`src/hdl/mcsc_pkg.sv`:
```
// Shared types, widths and codes for the motion and contact state classifier.
package mcsc_pkg;

  // Window geometry and the widths that follow from it. The window length is a
  // power of two, so dividing by it is a right shift by WIN_AW bits.
  localparam int WINDOW_LEN = 32;
  localparam int WIN_AW     = $clog2(WINDOW_LEN);
  localparam int FILL_W     = $clog2(WINDOW_LEN + 1);
  localparam int MAG_W      = 16;
  localparam int SUM_W      = MAG_W + WIN_AW;
  localparam int ACC_W      = 2 * MAG_W + WIN_AW;
  localparam int CNT_W      = $clog2(WINDOW_LEN + ACC_W + 2);
  localparam int ROOT_STEPS = MAG_W;
  localparam int SQ_AXES    = 3;

  // Configuration port geometry and register reset values.
  localparam int CFG_IDX_W  = 2;
  localparam int CFG_DATA_W = 32;
  localparam logic [31:0] STILL_LIMIT_RST  = 32'd400;
  localparam logic [31:0] MOTION_LIMIT_RST = 32'd2500;
  localparam logic [15:0] CONFIRM_RST      = 16'd2000;
  localparam logic [15:0] RELEASE_RST      = 16'd5000;

  // Configuration register indexes.
  typedef enum logic [CFG_IDX_W-1:0] {
    CFG_STILL_LIMIT  = 2'd0,
    CFG_MOTION_LIMIT = 2'd1,
    CFG_CONFIRM_TIME = 2'd2,
    CFG_RELEASE_TIME = 2'd3
  } cfg_reg_t;

  // Reported presence codes.
  typedef enum logic [1:0] {
    PRES_UNKNOWN    = 2'd0,
    PRES_ENGAGED    = 2'd1,
    PRES_DISENGAGED = 2'd2
  } presence_t;

  // Sequencer steps.
  typedef enum logic [3:0] {
    ST_IDLE,
    ST_SQ,
    ST_ROOT,
    ST_STORE,
    ST_SUM,
    ST_VAR,
    ST_VAR_DIV,
    ST_FLAGS,
    ST_COUNT,
    ST_CLASSIFY,
    ST_OUT
  } seq_state_t;

  // One input request.
  typedef struct packed {
    logic signed [15:0] accel_x;
    logic signed [15:0] accel_y;
    logic signed [15:0] accel_z;
    logic               contact;
    logic [15:0]        elapsed_ms;
    logic               sensor_valid;
  } in_item_t;

  // One result request.
  typedef struct packed {
    logic [1:0]  presence_state;
    logic        still_flag;
    logic [31:0] still_time_ms;
    logic [31:0] accel_variance;
  } out_item_t;

endpackage

```
`src/hdl/motion_contact_state_classifier_core.sv`:
```
// Motion and contact state classifier: window statistics and presence decision.
//
// Requests enter on in_valid/in_stall with an in_item_t payload and leave on
// out_valid/out_stall with an out_item_t payload; each input request yields
// exactly one result request. Configuration registers are written over
// cfg_valid/cfg_ready (always ready); the user must write them only while
// the block is idle, which the block itself does not enforce.
// Work from accept until the result is loaded into the output register:
//   sensor not valid: straight to the output step.
//   window still filling: 3 squares on the shared multiplier, 16 root steps,
//     one write to the window memory.
//   full window: the same, then two passes over the window memory and the
//     flag, count and classify steps.
// One request is worked on at a time: no new request is taken before the
// last is through. in_stall is high from accept until the
// result has entered the output register, so a new request may be accepted
// while a previous result still waits behind out_stall; a stalled result
// simply holds the sequencer in its final step.
// Reset (synchronous, rst_n low) empties the window, clears all counters,
// reports unknown and loads the configuration defaults. No clearing pass.
module motion_contact_state_classifier_core (
  input  logic                          clk,
  input  logic                          rst_n,
  input  logic                          in_valid,
  output logic                          in_stall,
  input  mcsc_pkg::in_item_t            in_data,
  output logic                          out_valid,
  input  logic                          out_stall,
  output mcsc_pkg::out_item_t           out_data,
  input  logic                          cfg_valid,
  output logic                          cfg_ready,
  input  logic [mcsc_pkg::CFG_IDX_W-1:0]  cfg_index,
  input  logic [mcsc_pkg::CFG_DATA_W-1:0] cfg_data
);
  import mcsc_pkg::*;

  // Saturating 32-bit add.
  function automatic logic [31:0] sat_add(input logic [31:0] a, input logic [15:0] b);
    logic [32:0] s;
    s = {1'b0, a} + {17'd0, b};
    return s[32] ? 32'hFFFF_FFFF : s[31:0];
  endfunction

  // Subtract that stops at zero.
  function automatic logic [31:0] sat_sub(input logic [31:0] a, input logic [15:0] b);
    return (a > {16'd0, b}) ? (a - {16'd0, b}) : 32'd0;
  endfunction

  // Sequencer and datapath registers.
  seq_state_t             state_r, state_nxt;
  logic [CNT_W-1:0]       cnt_r, cnt_nxt;
  in_item_t               item_r, item_nxt;
  logic [ACC_W-1:0]       acc_r, acc_nxt;
  logic [31:0]            prod_r, prod_nxt;
  logic                   prod_vld_r, prod_vld_nxt;
  logic [MAG_W:0]         rem_r, rem_nxt;
  logic [MAG_W-1:0]       root_r, root_nxt;
  logic [MAG_W-1:0]       mean_r, mean_nxt;
  logic [MAG_W-1:0]       rdata_r;
  logic                   still_hit_r, still_hit_nxt;
  logic                   motion_r, motion_nxt;

  // Architectural state.
  logic [FILL_W-1:0]      fill_r, fill_nxt;
  logic [WIN_AW-1:0]      ptr_r, ptr_nxt;
  logic [31:0]            variance_r, variance_nxt;
  logic                   still_r, still_nxt;
  logic [31:0]            still_timer_r, still_timer_nxt;
  logic [31:0]            engage_r, engage_nxt;
  logic [31:0]            release_r, release_nxt;
  presence_t              pres_r, pres_nxt;

  // Configuration registers.
  logic [31:0]            still_limit_r, still_limit_nxt;
  logic [31:0]            motion_limit_r, motion_limit_nxt;
  logic [15:0]            confirm_r, confirm_nxt;
  logic [15:0]            release_time_r, release_time_nxt;

  // Output register.
  logic                   out_valid_r, out_valid_nxt;
  out_item_t              out_data_r, out_data_nxt;

  // Window memory and its port.
  logic [MAG_W-1:0]       win_mem [WINDOW_LEN];
  logic                   mem_we;
  logic [WIN_AW-1:0]      rd_addr;

  // Shared squaring multiplier.
  logic signed [MAG_W:0]     mul_op;
  logic signed [2*MAG_W+1:0] mul_prod;

  // Root step and pass helpers.
  logic [MAG_W+2:0]       rem_sh;
  logic [MAG_W+2:0]       trial;
  logic [ACC_W-1:0]       acc_sum;
  logic [FILL_W-1:0]      fill_inc;
  logic                   cnt_in_win;

  assign mul_prod = mul_op * mul_op;

  // One bit of the digit-by-digit square root per cycle.
  assign rem_sh = {rem_r, acc_r[31:30]};
  assign trial  = {1'b0, root_r, 2'b01};

  assign acc_sum    = acc_r + ACC_W'(rdata_r);
  assign fill_inc   = (fill_r < FILL_W'(WINDOW_LEN)) ? fill_r + 1'b1 : fill_r;
  assign cnt_in_win = (cnt_r < CNT_W'(WINDOW_LEN));

  assign in_stall  = (state_r != ST_IDLE);
  assign cfg_ready = 1'b1;
  assign out_valid = out_valid_r;
  assign out_data  = out_data_r;

  // Window memory: one write port, one registered read port.
  always_ff @(posedge clk) begin
    if (mem_we) begin
      win_mem[ptr_r] <= root_r;
    end
    rdata_r <= win_mem[rd_addr];
  end

  // Configuration writes.
  always_comb begin
    still_limit_nxt  = still_limit_r;
    motion_limit_nxt = motion_limit_r;
    confirm_nxt      = confirm_r;
    release_time_nxt = release_time_r;
    if (cfg_valid && cfg_ready) begin
      case (cfg_reg_t'(cfg_index))
        CFG_STILL_LIMIT:  still_limit_nxt  = cfg_data;
        CFG_MOTION_LIMIT: motion_limit_nxt = cfg_data;
        CFG_CONFIRM_TIME: confirm_nxt      = cfg_data[15:0];
        CFG_RELEASE_TIME: release_time_nxt = cfg_data[15:0];
        default: ;
      endcase
    end
  end

  // Sequencer: next state and datapath control.
  always_comb begin
    state_nxt       = state_r;
    cnt_nxt         = cnt_r;
    item_nxt        = item_r;
    acc_nxt         = acc_r;
    prod_nxt        = mul_prod[31:0];
    prod_vld_nxt    = 1'b0;
    rem_nxt         = rem_r;
    root_nxt        = root_r;
    mean_nxt        = mean_r;
    still_hit_nxt   = still_hit_r;
    motion_nxt      = motion_r;
    fill_nxt        = fill_r;
    ptr_nxt         = ptr_r;
    variance_nxt    = variance_r;
    still_nxt       = still_r;
    still_timer_nxt = still_timer_r;
    engage_nxt      = engage_r;
    release_nxt     = release_r;
    pres_nxt        = pres_r;
    out_valid_nxt   = out_valid_r && out_stall;
    out_data_nxt    = out_data_r;
    mul_op          = '0;
    mem_we          = 1'b0;
    rd_addr         = cnt_in_win ? cnt_r[WIN_AW-1:0] : '0;

    case (state_r)
      // Take a request; an invalid reading clears the window, variance, stillness, counters and presence at once.
      ST_IDLE: begin
        if (in_valid) begin
          item_nxt = in_data;
          cnt_nxt  = '0;
          acc_nxt  = '0;
          if (!in_data.sensor_valid) begin
            still_nxt       = 1'b0;
            still_timer_nxt = '0;
            engage_nxt      = '0;
            release_nxt     = '0;
            fill_nxt        = '0;
            ptr_nxt         = '0;
            variance_nxt    = '0;
            pres_nxt        = PRES_UNKNOWN;
            state_nxt       = ST_OUT;
          end else begin
            state_nxt = ST_SQ;
          end
        end
      end

      // Square the three axes on the shared multiplier and sum them.
      ST_SQ: begin
        if (cnt_r == CNT_W'(0)) begin
          mul_op = $signed({item_r.accel_x[15], item_r.accel_x});
        end else if (cnt_r == CNT_W'(1)) begin
          mul_op = $signed({item_r.accel_y[15], item_r.accel_y});
        end else begin
          mul_op = $signed({item_r.accel_z[15], item_r.accel_z});
        end
        prod_vld_nxt = (cnt_r < CNT_W'(SQ_AXES));
        if (prod_vld_r) begin
          acc_nxt = acc_r + ACC_W'(prod_r);
        end
        cnt_nxt = cnt_r + 1'b1;
        if (cnt_r == CNT_W'(SQ_AXES)) begin
          cnt_nxt   = '0;
          rem_nxt   = '0;
          root_nxt  = '0;
          state_nxt = ST_ROOT;
        end
      end

      // Integer square root, two radicand bits per step.
      ST_ROOT: begin
        if (rem_sh >= trial) begin
          rem_nxt  = (MAG_W+1)'(rem_sh - trial);
          root_nxt = {root_r[MAG_W-2:0], 1'b1};
        end else begin
          rem_nxt  = rem_sh[MAG_W:0];
          root_nxt = {root_r[MAG_W-2:0], 1'b0};
        end
        acc_nxt = acc_r << 2;
        cnt_nxt = cnt_r + 1'b1;
        if (cnt_r == CNT_W'(ROOT_STEPS - 1)) begin
          state_nxt = ST_STORE;
        end
      end

      // Store the magnitude and advance the circular pointer.
      ST_STORE: begin
        mem_we   = 1'b1;
        ptr_nxt  = (ptr_r == WIN_AW'(WINDOW_LEN - 1)) ? '0 : ptr_r + 1'b1;
        fill_nxt = fill_inc;
        cnt_nxt  = '0;
        acc_nxt  = '0;
        if (fill_inc < FILL_W'(WINDOW_LEN)) begin
          pres_nxt  = PRES_UNKNOWN;
          state_nxt = ST_OUT;
        end else begin
          state_nxt = ST_SUM;
        end
      end

      // First pass: sum of the window; the read data is registered, so it follows its address in the next cycle.
      // The mean is the floor of the sum over the window length, a shift.
      ST_SUM: begin
        if (cnt_r != '0) begin
          acc_nxt = acc_sum;
        end
        cnt_nxt = cnt_r + 1'b1;
        if (cnt_r == CNT_W'(WINDOW_LEN)) begin
          mean_nxt  = acc_sum[SUM_W-1:WIN_AW];
          acc_nxt   = '0;
          cnt_nxt   = '0;
          state_nxt = ST_VAR;
        end
      end

      // Second pass: squared deviations from the mean, accumulated.
      ST_VAR: begin
        mul_op = $signed({1'b0, rdata_r}) - $signed({1'b0, mean_r});
        prod_vld_nxt = (cnt_r != '0) && (cnt_r <= CNT_W'(WINDOW_LEN));
        if (prod_vld_r) begin
          acc_nxt = acc_r + ACC_W'(prod_r);
        end
        cnt_nxt = cnt_r + 1'b1;
        if (cnt_r == CNT_W'(WINDOW_LEN + 1)) begin
          cnt_nxt   = '0;
          state_nxt = ST_VAR_DIV;
        end
      end

      // Variance: deviation sum shifted down by the window length. The
      // quotient of the window's squared 16-bit deviations always fits in
      // 32 bits, so the slice needs no saturation.
      ST_VAR_DIV: begin
        variance_nxt = acc_r[ACC_W-1:WIN_AW];
        state_nxt    = ST_FLAGS;
      end

      // Compare the variance against both limits.
      ST_FLAGS: begin
        still_hit_nxt = (variance_r < still_limit_r) && !item_r.contact;
        motion_nxt    = (variance_r >= motion_limit_r);
        state_nxt     = ST_COUNT;
      end

      // Stillness timer and evidence counters.
      ST_COUNT: begin
        still_nxt       = still_hit_r;
        still_timer_nxt = still_hit_r ? sat_add(still_timer_r, item_r.elapsed_ms) : '0;
        if (item_r.contact && motion_r) begin
          engage_nxt  = sat_add(engage_r, item_r.elapsed_ms);
          release_nxt = '0;
        end else if (!item_r.contact && still_hit_r) begin
          release_nxt = sat_add(release_r, item_r.elapsed_ms);
          engage_nxt  = '0;
        end else begin
          engage_nxt  = sat_sub(engage_r, item_r.elapsed_ms);
          release_nxt = sat_sub(release_r, item_r.elapsed_ms);
        end
        state_nxt = ST_CLASSIFY;
      end

      // Presence decision with hysteresis.
      ST_CLASSIFY: begin
        if (engage_r >= {16'd0, confirm_r}) begin
          pres_nxt = PRES_ENGAGED;
        end else if (release_r >= {16'd0, release_time_r}) begin
          pres_nxt = PRES_DISENGAGED;
        end else if ((engage_r == '0) && (release_r == '0)) begin
          pres_nxt = PRES_UNKNOWN;
        end
        state_nxt = ST_OUT;
      end

      // Hand the result to the output register once it is free.
      ST_OUT: begin
        if (!out_valid_r || !out_stall) begin
          out_valid_nxt               = 1'b1;
          out_data_nxt.presence_state = pres_r;
          out_data_nxt.still_flag     = still_r;
          out_data_nxt.still_time_ms  = still_timer_r;
          out_data_nxt.accel_variance = variance_r;
          state_nxt                   = ST_IDLE;
        end
      end

      default: begin
        state_nxt = ST_IDLE;
      end
    endcase
  end

  // Control and architectural state, with reset.
  always_ff @(posedge clk) begin
    if (!rst_n) begin
      state_r        <= ST_IDLE;
      cnt_r          <= '0;
      prod_vld_r     <= 1'b0;
      fill_r         <= '0;
      ptr_r          <= '0;
      variance_r     <= '0;
      still_r        <= 1'b0;
      still_timer_r  <= '0;
      engage_r       <= '0;
      release_r      <= '0;
      pres_r         <= PRES_UNKNOWN;
      still_limit_r  <= STILL_LIMIT_RST;
      motion_limit_r <= MOTION_LIMIT_RST;
      confirm_r      <= CONFIRM_RST;
      release_time_r <= RELEASE_RST;
      out_valid_r    <= 1'b0;
    end else begin
      state_r        <= state_nxt;
      cnt_r          <= cnt_nxt;
      prod_vld_r     <= prod_vld_nxt;
      fill_r         <= fill_nxt;
      ptr_r          <= ptr_nxt;
      variance_r     <= variance_nxt;
      still_r        <= still_nxt;
      still_timer_r  <= still_timer_nxt;
      engage_r       <= engage_nxt;
      release_r      <= release_nxt;
      pres_r         <= pres_nxt;
      still_limit_r  <= still_limit_nxt;
      motion_limit_r <= motion_limit_nxt;
      confirm_r      <= confirm_nxt;
      release_time_r <= release_time_nxt;
      out_valid_r    <= out_valid_nxt;
    end
  end

  // Datapath payload registers.
  always_ff @(posedge clk) begin
    item_r      <= item_nxt;
    acc_r       <= acc_nxt;
    prod_r      <= prod_nxt;
    rem_r       <= rem_nxt;
    root_r      <= root_nxt;
    mean_r      <= mean_nxt;
    still_hit_r <= still_hit_nxt;
    motion_r    <= motion_nxt;
    out_data_r  <= out_data_nxt;
  end

endmodule
```
`config.mk`:
```
export PLATFORM = sky130hd
export DESIGN_NAME = motion_contact_state_classifier_core
export DESIGN_NICKNAME = d
export VERILOG_FILES = /design/src/hdl/mcsc_pkg.sv /design/src/hdl/motion_contact_state_classifier_core.sv
export SDC_FILE = /design/constraint.sdc
export NUM_CORES = 2
export LEC_CHECK = 0
export ABC_AREA = 1
export BUFFER_PORTS_ARGS = -buffer_cell sky130_fd_sc_hd__buf_2
export CORE_ASPECT_RATIO = 0.7
export CORE_MARGIN = 2
export CORE_UTILIZATION = 40
export CTS_CLUSTER_DIAMETER = 100
export DETAILED_ROUTE_END_ITERATION = 16
export PLACE_DENSITY = 0.66
export SKIP_CTS_REPAIR_TIMING = 1
export SLEW_MARGIN = 20
export SYNTH_ARGS = -nofsm -noshare
export SYNTH_HDL_FRONTEND = slang
export SYNTH_SLANG_ARGS = --single-unit
```
`constraint.sdc`:
```
create_clock -name clk -period 6.6 [get_ports clk]
set_input_delay 1.32 -clock clk [delete_from_list [all_inputs] [get_ports clk]]
set_output_delay 1.32 -clock clk [all_outputs]
set_load 0.02 [all_outputs]
```
=== Word-level counts from Yosys, hierarchy flattened ===
Memory sizes are Yosys's and may differ from the RTL's. A register that Yosys moved wholly into a read port is not among the register bits.
Cells that the tools add are included.

* Register bits: 503
* Memory bits (read-only): 0
* Logic and storage cells: 197
* Memories: 1
* Input bits: 105
* Bits in writable memories: 512
* Output and inout port bits: 70
* Latch bits: 0

{| class="wikitable"
|+ Memory list
! memory !! depth !! bits a word !! read ports !! clocked after memory_dff !! wr ports !! RTL line !! text
|-
| win_mem || 32 || 16 || 1 || 1 || 1 || motion_contact_state_classifier_core.sv:84 || <nowiki>logic [MAG_W-1:0] win_mem [WINDOW_LEN];</nowiki>
|}

* Multipliers: 1
* Equality and inequality tests: 30
* Shifts and indexed selects: 0
* Div/mod/pow operators: 0
* Mux-type cells: 69
* Order comparisons: 12
* Reductions and logical operators: 40
* Add/sub/neg operators: 12
* Bitwise operators: 0

{| class="wikitable"
|+ Operator list
! cell !! count
|-
| $mux 32 || 12
|-
| $pmux 32 s2 || 4
|-
| $pmux 37 s5 || 1
|-
| $mux 37 || 4
|-
| $add 32x16->33 || 3
|-
| $mux 17 || 4
|-
| $pmux 17 s2 || 2
|-
| $ge 32x16->1 || 2
|-
| $gt 32x16->1 || 2
|-
| $logic_not 32->1 || 2
|-
| $sub 32x16->32 || 2
|-
| $pmux 4 s11 || 1
|-
| $pmux 7 s6 || 1
|-
| $add 37x16->37 || 1
|-
| $add 37x32->37 || 1
|-
| $ge 32x32->1 || 1
|-
| $lt 32x32->1 || 1
|-
| $mul 17x17->32 || 1
|-
| $mux 4 || 8
|-
| $pmux 16 s2 || 1
|-
| $mux 7 || 4
|-
| $mux 5 || 4
|-
| $ge 19x18->1 || 1
|-
| $mux 6 || 3
|-
| other kinds (49) || 98
|}

=== Longest topological paths before layout ===
* Depth after elaboration: 6
* Depth in mapped cells: 39
* Depth with buffers taken out: 39

=== Worst setup path after synthesis ===
No wires, ideal clock.

* Path type: register -> register
* From: reg mean_r[0]
* To: reg prod_r[24]
* Path slack: 0.000 ns
* Library setup time: 0.072 ns
* Path buffers: 1
* Data required time: 6.528 ns
* Period minus slack after synthesis: 6.600 ns
* Stages on the path, launching flop included: 35
* Arrival: 6.528 ns
* Cells stage by stage: edfxtp_1 > ha_1 > fa_1 > inv_1 > nand3_1 > nand3_1 > nand2_1 > nand2_1 > inv_1 > nor2_1 > nor2_1 > xnor2_1 > nand2_1 > nand2_2 > buf_2 > nand2_1 > fa_1 > fa_1 > fa_1 > inv_1 > fa_1 > fa_1 > inv_1 > fa_1 > inv_1 > ha_1 > nand2_1 > nor2_1 > inv_1 > nor3_1 > a21oi_1 > o21ai_0 > nand2_1 > nand3_1 > xor2_1

* Longest elaborated chain between the ends: 3

{| class="wikitable"
|+ Ends and longest elaborated chain
! element !! RTL line !! text
|-
| from (decl) || motion_contact_state_classifier_core.sv:58 || <nowiki>logic [MAG_W-1:0] mean_r, mean_nxt;</nowiki>
|-
| from (signal assigned) || motion_contact_state_classifier_core.sv:379 || <nowiki>mean_r <= mean_nxt;</nowiki>
|-
| $sub 16x16->17 || motion_contact_state_classifier_core.sv:259 || <nowiki>mul_op = $signed({1'b0, rdata_r}) - $signed({1'b0, mean_r});</nowiki>
|-
| $pmux 17 s2 || motion_contact_state_classifier_core.sv:166 || <nowiki>case (state_r)</nowiki>
|-
| $mul 17x17->32 || motion_contact_state_classifier_core.sv:99 || <nowiki>assign mul_prod = mul_op * mul_op;</nowiki>
|-
| net mul_prod[24] || motion_contact_state_classifier_core.sv:90 || <nowiki>logic signed [2*MAG_W+1:0] mul_prod;</nowiki>
|-
| to (signal assigned) || motion_contact_state_classifier_core.sv:376 || <nowiki>prod_r <= prod_nxt;</nowiki>
|-
| to (decl) || motion_contact_state_classifier_core.sv:54 || <nowiki>logic [31:0] prod_r, prod_nxt;</nowiki>
|}

The timed path passes the listed nets, and every way through them passes these cells.
A chain may end at the register's enable or synchronous reset.

=== Final worst setup path ===
* From: reg cnt_r[1]
* To: reg prod_r[28]

* Longest elaborated chain between the ends: 5
* Elaborated cells on any way between the ends: 6
* Those cells by class: mul (1); eq/ne (1); mux (3); reduce/logical (1)

{| class="wikitable"
|+ Ends and longest elaborated chain
! element !! RTL line !! text
|-
| from (decl) || motion_contact_state_classifier_core.sv:51 || <nowiki>logic [CNT_W-1:0] cnt_r, cnt_nxt;</nowiki>
|-
| from (signal assigned) || motion_contact_state_classifier_core.sv:354 || <nowiki>cnt_r <= cnt_nxt;</nowiki>
|-
| $eq 7x1->1 || motion_contact_state_classifier_core.sv:193 || <nowiki>end else if (cnt_r == CNT_W'(1)) begin</nowiki>
|-
| $mux 17 || motion_contact_state_classifier_core.sv:193 ||
|-
| $mux 17 * || motion_contact_state_classifier_core.sv:191 || <nowiki>if (cnt_r == CNT_W'(0)) begin</nowiki>
|-
| $pmux 17 s2 * || motion_contact_state_classifier_core.sv:166 ||
|-
| $mul 17x17->32 * || motion_contact_state_classifier_core.sv:99 ||
|-
| net mul_prod[28] || motion_contact_state_classifier_core.sv:90 ||
|}

Mark *: on every way through the listed nets, which the timed path passes. The rest lies on a longest branch.

==> run_results.csv <==
group,metric,value,unit
run_status,status,"finished with violations",
run_status,violations_in_the_final_reports,"setup timing",
critical_path,cp_data_arrival_time,7.38,ns
sta,timing.slew.headroom,0.227,
global_routing,grt_antenna_before_repair,12,
cells_and_area,drive_above_1_share,0.156,
sta,finalSetupViolCount,12,
detailed_routing,post-route-drc-count,0,
sta,tightest_slew,1.16,ns
placed_design,detailedPlacementHpwl,151000,um
sta,unrepaired_setup_endpoints_after_global_routing,"true",
placed_design,dpl_worst_slack,-0.483,ns
cts,worst_skew_pair.late_latency,0.77,ns
cts,cts_tree,"built",
detailed_routing,drtAntennaViolNets,0,
critical_path,slowest_delay,0.64,ns
floorplanning,io_pins,175,
sta,achievable-frequency,0.148,GHz
power_and_ir_drop,power.switching,10.2,mW
cells_and_area,areaGrowthSynthToFinish,16.3,%
cells_and_area,sequential_cell_area,28000,um^2
critical_path,buf_inv_on_cp,11,
sta,period_needed,6.75,ns
global_routing,grt.overflow.total,0,
logic_synthesis,synth_seq_area_share,0.433,
critical_path,startpoint_type,"flop",
logic_synthesis,count_of_different_cell_masters_after_synthesis,71,
power_and_ir_drop,intPower,14.9,mW
cells_and_area,finalNetCount,8361,
detailed_routing,routed_wirelength,206000,um
logic_synthesis,synth-edff-count,732,
logic_synthesis,mappedNetlistNets,7955,
flow_run,maxCapViolCount,0,
cells_and_area,final_design_area_no_fill,75000,um^2
floorplanning,die_h,340,um
power_and_ir_drop,power.density_cell_area,335,nW/um^2
cells_and_area,fillerInstances,15000,
floorplanning,core_area,160000,um^2
cts,cts.clk_slew.worst_paths,0.06,ns
logic_synthesis,postSynth.asyncResetShare,0,
placed_design,place.gp.congestion,0.990,
power_and_ir_drop,peakVddDrop,0.228,mV
placed_design,numPortBuffers,173,
detailed_routing,drt-vias-per-instance,5.41,
critical_path,timing.critical_path.slowest_stage_cell,"fa_2",
power_and_ir_drop,power.sequential.fraction,0.334,
floorplanning,rows,123,
detailed_routing,avgRoutedWirePerCell,20.8,um
cts,cts_buffers,104,
cts,tritoncts_sinks,1030,
sta,timing.final.hold_violations,0,
power_and_ir_drop,clock_power_share,0.247,
global_routing,grt_pass1_wl,306000,um
logic_synthesis,synth_most_common_cell,"nand2_1",
floorplanning,design.die.area,165000,um^2
logic_synthesis,synth.ff_latch_count,1030,
detailed_routing,detailroute.via_count,53400,
logic_synthesis,synth_area,64500,um^2
critical_path,crit_required,7.24,ns
detailed_routing,drtPass1Iterations,6,
cells_and_area,finalCoreUtilization,0.468,
cts,cts_root_buffer,"clkbuf_16",
logic_synthesis,synth-main-ff-cell,"edfxtp_1",
cts,clock_tree.buffer_depth,3,
logic_synthesis,synth.top_cells.by_area,"edfxtp_1 34%, dfxtp_1 9.2%, fa_1 8.1%",
critical_path,criticalPathCategory,"flop to flop",
sta,drv_slew,0,
power_and_ir_drop,power.static_leakage,31.2,nW
logic_synthesis,yosysTopAreaCellShare,0.341,
logic_synthesis,yosys-top-cells-count,"1290 x nand2_1, 929 x inv_1, 744 x nor2_1",
logic_synthesis,ys_warn_count,0,
placed_design,placed_area,69500,um^2
sta,setup_ws,-0.145,ns
logic_synthesis,synth_area_leader_cell,"edfxtp_1",
cells_and_area,multi_input_area,32900,um^2
floorplanning,die-width,484,um
global_routing,grt_pass1_vias,50200,
cts,h_tree_level_count,3,
global_routing,track_usage,0.241,
power_and_ir_drop,combinationalPowerShare,0.419,
sta,timing.clock.skew,0.0547,ns
sta,finalCritPeriodShare,1.02,
global_routing,maximum_number_of_pins_on_one_net_before_global_route_repair,186,
critical_path,critical_path_peak_fanout,10,
critical_path,critical_path.endpoint_type,"flop",
logic_synthesis,syn-instance-count,7242,
floorplanning,initial_utilization,0.402,
min_path,hold_path.class,"flop to flop",
detailed_routing,detailedRoute.firstIterationViolations,5822,
power_and_ir_drop,switching_share,0.406,
critical_path,cp_top_family,"adder cells",
logic_synthesis,postSynthAreaPerCell,8.91,um^2
==> final timing paths <==
kind,from,endpoint,slack (ns),cells after the start
min reg2reg,still_r,out_data[64],0.43,0
min,still_r,out_data[64],0.43,0
max,cnt_r[1],prod_r[28],-0.15,34
max reg2reg,cnt_r[1],prod_r[28],-0.15,34
==> power by group through the flow <==
stage | sequential (mW) | clock, mW | combinational (mW)
final | 8.40 | 6.22 | 10.5
after floorplan | 8.25 | 0 | 6.20
after global placement | 8.52 | 0 | 9.38
after global routing | 8.43 | 6.60 | 11.5
after detailed placement | 8.50 | 0 | 9.51
after CTS | 8.37 | 6.33 | 9.56
==> cell type report <==
cell class	count	share of cell area
Multi-Input combinational cell	4976	0.438
Tap cell	2125	0.0354
Clock inverter	53	0.00966
Antenna cell	5	0.000167
Inverter	958	0.0484
Sequential cell	1030	0.373
Timing Repair Buffer	578	0.0572
Clock buffer	144	0.0381
==> metrics by stage <==
stage | TNS (ns) | total power, mW | hold slack [ns] | cells
global placement | -5.07 | 17.9 | 0.418 | 9610
global route | -4.64 | 26.5 | 0.456 | 9867
finish | -0.722 | 25.2 | 0.432 | 9869
floorplan | 0 | 14.5 | 0.409 | 7242
CTS | -6.32 | 24.3 | 0.432 | 9809
detailed placement | -5.52 | 18.0 | 0.416 | 9612
==> cells by family after synthesis <==
group | synth area share
and+or+nand+nor | 0.197
buffers and inverters | 0.0771
other | 0.0000581
DFF | 0.433
adders and majority gates | 0.148
xor gates and xnor gates | 0.0198
AOI/OAI and AO/OA | 0.124
muxes | 0.000175
==> layer usage <==
metal / GRT usage / routed length (um)
met5: 0 / 8
met4: 0.0671 / 6050
met3: 0.0402 / 17800
met2: 0.359 / 88100
met1: 0.359 / 93600
==> registers in the layout, summed over array words and instances (netlist names), 17 cells and up <==
register        flops
still_limit_r      32
rem_r              17
win_mem           512
release_r          32
out_data           67
prod_r             31
engage_r           32
variance_r         32
still_timer_r      32
acc_r              37
item_r             65
motion_limit_r     32
==> cell usage in the layout, fill, tap and decap left out, drive strengths merged, types with 250 or more instances in the layout <==
| master | count |
|---|---|
| nand3 | 457 |
| inv | 961 |
| dfxtp | 298 |
| o21ai | 294 |
| ha | 346 |
| nor2 | 764 |
| a21oi | 521 |
| o211ai | 250 |
| nand2 | 1317 |
| buf | 576 |
| edfxtp | 732 |
| fa | 262 |
(Power assumes the default switching activity.)
